File: src/sv/brfbc_pkg.sv
package brfbc_pkg;

    localparam int DEPTH    = 4096;
    localparam int MAX_READ = 64;

    localparam int ADDR_W = $clog2(DEPTH);
    localparam int PTR_W  = ADDR_W + 1;
    localparam int CNT_W  = 13;
    localparam int N_W    = $clog2(MAX_READ + 1);
    localparam int CMP_W  = (PTR_W > CNT_W) ? PTR_W : CNT_W;

    // input commands
    localparam logic [1:0] CMD_WRITE = 2'd0;
    localparam logic [1:0] CMD_READ  = 2'd1;
    localparam logic [1:0] CMD_DRAIN = 2'd2;

    // result kinds
    localparam logic [1:0] KIND_WACK  = 2'd0;
    localparam logic [1:0] KIND_RDATA = 2'd1;
    localparam logic [1:0] KIND_EMPTY = 2'd2;
    localparam logic [1:0] KIND_DRAIN = 2'd3;

    typedef struct packed {
        logic           op_write;
        logic           op_read;
        logic           op_drain;
        logic           op_empty;
        logic           rd_issue;
        logic           rd_load;
        logic           rd_last;
        logic [N_W-1:0] rd_off;
        logic [N_W-1:0] rd_n;
    } t_dp_cmd;

    typedef struct packed {
        logic           out_free;
        logic           rd_empty;
        logic [N_W-1:0] rd_n;
    } t_dp_stat;

endpackage

File: src/sv/brfbc_ctrl.sv
module brfbc_ctrl
    import brfbc_pkg::*;
(
    input  logic     i_clk,
    input  logic     i_rst_n,
    input  logic     i_in_valid,
    input  logic [1:0] i_in_cmd,
    output logic     o_in_ready,
    input  t_dp_stat i_stat,
    output t_dp_cmd  o_cmd
);

    localparam logic S_IDLE = 1'b0;
    localparam logic S_READ = 1'b1;

    logic           r_state, n_state;
    logic [N_W-1:0] r_n, n_n;
    logic [N_W-1:0] r_ki, n_ki;
    logic [N_W-1:0] r_ke, n_ke;
    logic           r_pend, n_pend;
    logic           w_accept;
    logic           w_load;
    logic           w_issue;
    logic           w_last;

    assign o_in_ready = (r_state == S_IDLE) && i_stat.out_free;
    assign w_accept   = i_in_valid && o_in_ready;

    // read burst: one outstanding memory read, held until the output takes it
    assign w_load  = (r_state == S_READ) && r_pend && i_stat.out_free;
    assign w_issue = (r_state == S_READ) && (r_ki != r_n) && (!r_pend || w_load);
    assign w_last  = (N_W'(r_ke + N_W'(1)) == r_n);

    always_comb begin
        o_cmd          = '0;
        o_cmd.rd_issue = w_issue;
        o_cmd.rd_load  = w_load;
        o_cmd.rd_last  = w_last;
        o_cmd.rd_off   = r_ki;
        o_cmd.rd_n     = r_n;
        n_state        = r_state;
        n_n            = r_n;
        n_ki           = w_issue ? N_W'(r_ki + N_W'(1)) : r_ki;
        n_ke           = w_load ? N_W'(r_ke + N_W'(1)) : r_ke;
        n_pend         = w_issue ? 1'b1 : (w_load ? 1'b0 : r_pend);
        case (r_state)
            S_IDLE: begin
                if (w_accept) begin
                    case (i_in_cmd)
                        CMD_WRITE: o_cmd.op_write = 1'b1;
                        CMD_DRAIN: o_cmd.op_drain = 1'b1;
                        CMD_READ: begin
                            if (i_stat.rd_empty) begin
                                o_cmd.op_empty = 1'b1;
                            end else begin
                                o_cmd.op_read = 1'b1;
                                n_state       = S_READ;
                                n_n           = i_stat.rd_n;
                                n_ki          = '0;
                                n_ke          = '0;
                                n_pend        = 1'b0;
                            end
                        end
                        default: ;
                    endcase
                end
            end
            S_READ: begin
                if (w_load && w_last) begin
                    n_state = S_IDLE;
                end
            end
            default: n_state = S_IDLE;
        endcase
    end

    always_ff @(posedge i_clk) begin
        if (!i_rst_n) begin
            r_state <= S_IDLE;
            r_n     <= '0;
            r_ki    <= '0;
            r_ke    <= '0;
            r_pend  <= 1'b0;
        end else begin
            r_state <= n_state;
            r_n     <= n_n;
            r_ki    <= n_ki;
            r_ke    <= n_ke;
            r_pend  <= n_pend;
        end
    end

endmodule

File: config.mk
export PLATFORM = sky130hd
export DESIGN_NAME = brfbc_ctrl
export DESIGN_NICKNAME = d
export VERILOG_FILES = /design/src/sv/brfbc_pkg.sv /design/src/sv/brfbc_ctrl.sv
export SDC_FILE = /design/constraint.sdc
export NUM_CORES = 1
export LEC_CHECK = 0
export ABC_AREA = 0
export BUFFER_PORTS_ARGS = -buffer_cell sky130_fd_sc_hd__buf_2
export CAP_MARGIN = 20
export CORE_MARGIN = 2
export CORE_UTILIZATION = 55
export DETAILED_ROUTE_END_ITERATION = 8
export GPL_ROUTABILITY_DRIVEN = 0
export GPL_TIMING_DRIVEN = 0
export PLACE_DENSITY_LB_ADDON = 0.3
export SYNTH_ARGS = -nofsm -noshare
export SYNTH_HDL_FRONTEND = slang
export SYNTH_SLANG_ARGS = --single-unit
File: constraint.sdc
create_clock -name i_clk -period 3 [get_ports i_clk]
set_input_delay 0.15 -clock i_clk [delete_from_list [all_inputs] [get_ports i_clk]]
set_output_delay 0.15 -clock i_clk [all_outputs]
set_load 0.02 [all_outputs]
==> results.json <==
{
  "num_rows": 17,
  "die_y_um": 52.3,
  "synth-seq-cells": 23,
  "setup_tns_ns": 0,
  "h-tree-depth": 1,
  "grt_usage_pct": 22.7,
  "finalNonFillerCells": 224,
  "postSynthCellCount": 157,
  "multi_input_area_um2": 749,
  "yosysWarnings": 0,
  "synth.top_cell.area_share_pct": 35.9,
  "drc": 0,
  "wl_um": 2830,
  "clock_skew_ns": 0.00298,
  "cts_tree": "done",
  "synth-seq-area-share_pct": 35.9,
  "ant_nets": 0,
  "cts_hold_buffers": 0,
  "fillers": 198,
  "rsz0062_at_grt": "false",
  "hold_violations": 0,
  "ys_types": 36,
  "clk_pin_slew_worst_paths_ns": 0.13,
  "utilization_pct": 68.6,
  "synth_nets": 173,
  "synthTopCellsByArea": "dfxtp_1 (36%), xnor2_1 (8.9%), nand2_1 (6.7%)",
  "required_ns": 2.85,
  "clock_path_buffers": 2,
  "end_kind": "output port",
  "dp_hpwl_um": 2250,
  "routed_via_density": 5.49,
  "postCtsSetupRepairBufs": 0,
  "cts_resized": 0,
  "worstPathMaxFanout": 4,
  "yosys.area.top_type": "dfxtp_1",
  "p_leak_nw": 0.674,
  "power.density_nw_per_um2": 322,
  "cp-startpoint": "r_ke[0]$_SDFF_PN0_",
  "synth-main-ff-cell": "dfxtp_1",
  "synth-edff-count": 0,
  "holdWs_ns": 0.0682,
  "drt-initial-drc-count": 29,
  "drv_slew": 0,
  "clock_latency_ns": 0.30,
  "syn_avg_cell_area_um2": 8.16,
  "r2r-start": "r_ke[0]$_SDFF_PN0_",
  "cap_violations": 0,
  "holdCritStartpoint": "i_stat[2]",
  "max-vdd-ir-drop_mv": 0.223,
  "vias": 1230,
  "die-area_um2": 2730,
  "worst_slew_pin_slew_ns": 0.494,
  "io-pin-count": 36,
  "crit_arrival_ns": 2.23,
  "start_kind": "register",
  "grt_overflow_total": 0,
  "maxSlewHeadroom_pct": 66.9,
  "root_buffer": "clkbuf_4",
  "grt_pass1_wl_um": 4730,
  "setup_viol": 0,
  "status": "finished clean",
  "regArea_um2": 460,
  "antenna_found_initial": 0,
  "drive_above_1_share_pct": 23.0,
  "antenna_cells": 0,
  "numCtsBuffers": 3,
  "grt_max_degree": 13,
  "min_path_cells": 3,
  "timing.final.crit_share_pct": 79.3,
  "worstRegToRegCells": 6,
  "grt_pass1_vias": 1101,
  "finalCriticalPeriod_ns": 2.38,
  "wl_per_cell_um": 12.6,
  "core-area_um2": 2210,
  "dr.pass1.iters": 4,
  "syn-cell-area_um2": 1280,
  "async_flop_share_pct": 0,
  "dpl.cell_count": 220,
  "min_path_type": "input pin to register",
  "die_x_um": 52.3,
  "area_growth_pct": 18.5,
  "start_util_pct": 57.9,
  "fmax_ghz": 0.420,
  "yosys-top-cells-count": "dfxtp_1 (23), nand2_1 (23), nor2_1 (13), xnor2_1 (13), a21boi_1 (7)",
  "setup.worst_path.class": "register to output port",
  "port_buffers": 35,
  "num-nets-final": 213,
  "cts.sinks": 23
}
## critical path, stage by stage, from the launching register on
cell     delay (ns)
dfxtp_1        0.42
ha_1           0.23
and2_1         0.19
nand4_1        0.17
xnor2_1        0.20
nor4_1         0.29
and2_1         0.19
buf_4          0.10
buf_2          0.14
## path summary, 6_finish.rpt
| path | endpoint | slack [ns] |
|---|---|---|
| setup / recovery | o_cmd[14] | 0.62 |
| hold / removal | r_n[2]$_SDFFE_PN0P_ | 0.07 |
| setup reg to reg | r_state$_SDFF_PN0_ | 1.26 |
| hold reg to reg | r_pend$_SDFF_PN0_ | 0.50 |
## final cells by class
type                       instances  share of cell area (%)
buffer                             8                    3.38
sequential                        23                    30.3
timing repair buffer              35                    11.5
inverter                           5                    1.32
clock buffer                       4                    1.73
multi-input combinational        121                    49.4
tap                               28                    2.31
## report_power, final
| part | switching (mW) | leakage [nW] | total [mW] | internal, mW |
|---|---|---|---|---|
| clock network | 0.0903 | 0.0150 | 0.142 | 0.0518 |
| logic | 0.0208 | 0.474 | 0.0373 | 0.0166 |
| registers | 0.00267 | 0.185 | 0.310 | 0.307 |
| total | 0.114 | 0.674 | 0.489 | 0.375 |
## flip-flops by register name (all words and copies together) (netlist names)
signal	count
r_state	1
r_ke	7
r_n	7
r_ki	7
r_pend	1
## through the flow
stage / power [mW] / setup slack, ns / cell area [µm²]
final: 0.489 / 0.620 / 1520
after global routing: 0.508 / 0.407 / 1520
after CTS: 0.496 / 0.616 / 1520
after detailed placement: 0.354 / 0.980 / 1490
after global placement: 0.352 / 1.01 / 1490
after floorplan: 0.336 / 1.28 / 1280
## per-layer routing
metal | vias to the layer above | wire length, µm | GRT usage, %
met5 | - | 0 | 0
met4 | 0 | 15 | 5.98
met3 | 2 | 183 | 2.57
met2 | 42 | 1420 | 40.1
met1 | 561 | 1210 | 29.4
li1 | 625 | - | -
## placed cells by master, fill, tap and decap left out, types with 3 or more instances in the layout
cell | synthesis | final
and3_1 | 4 | 4
a31oi_1 | 5 | 5
nor4_1 | 3 | 3
dfxtp_1 | 23 | 23
and2_1 | 4 | 4
clkbuf_1 | 2 | 3
inv_1 | 4 | 4
clkbuf_4 | 0 | 3
nand2_1 | 23 | 23
o211ai_1 | 3 | 3
a21boi_1 | 7 | 7
xor2_1 | 6 | 6
nand2b_1 | 3 | 3
nand3_1 | 5 | 5
a21oi_1 | 3 | 3
buf_2 | 2 | 37
buf_4 | 3 | 3
o21ai_0 | 5 | 5
xnor2_1 | 13 | 13
nand4_1 | 5 | 5
nor2_1 | 13 | 13
## cell families after synthesis
family                     Yosys count  synth area share (%)
adders and majority gates            2                  1.95
and+or+nand+nor                     70                  27.5
DFF                                 23                  35.9
AOI/OAI and AO/OA                   28                  14.5
buffers and inverters               13                  5.57
muxes                                2                  1.56
xor gates and xnor gates            19                  13.0
Power figures use the tool's default switching activity.
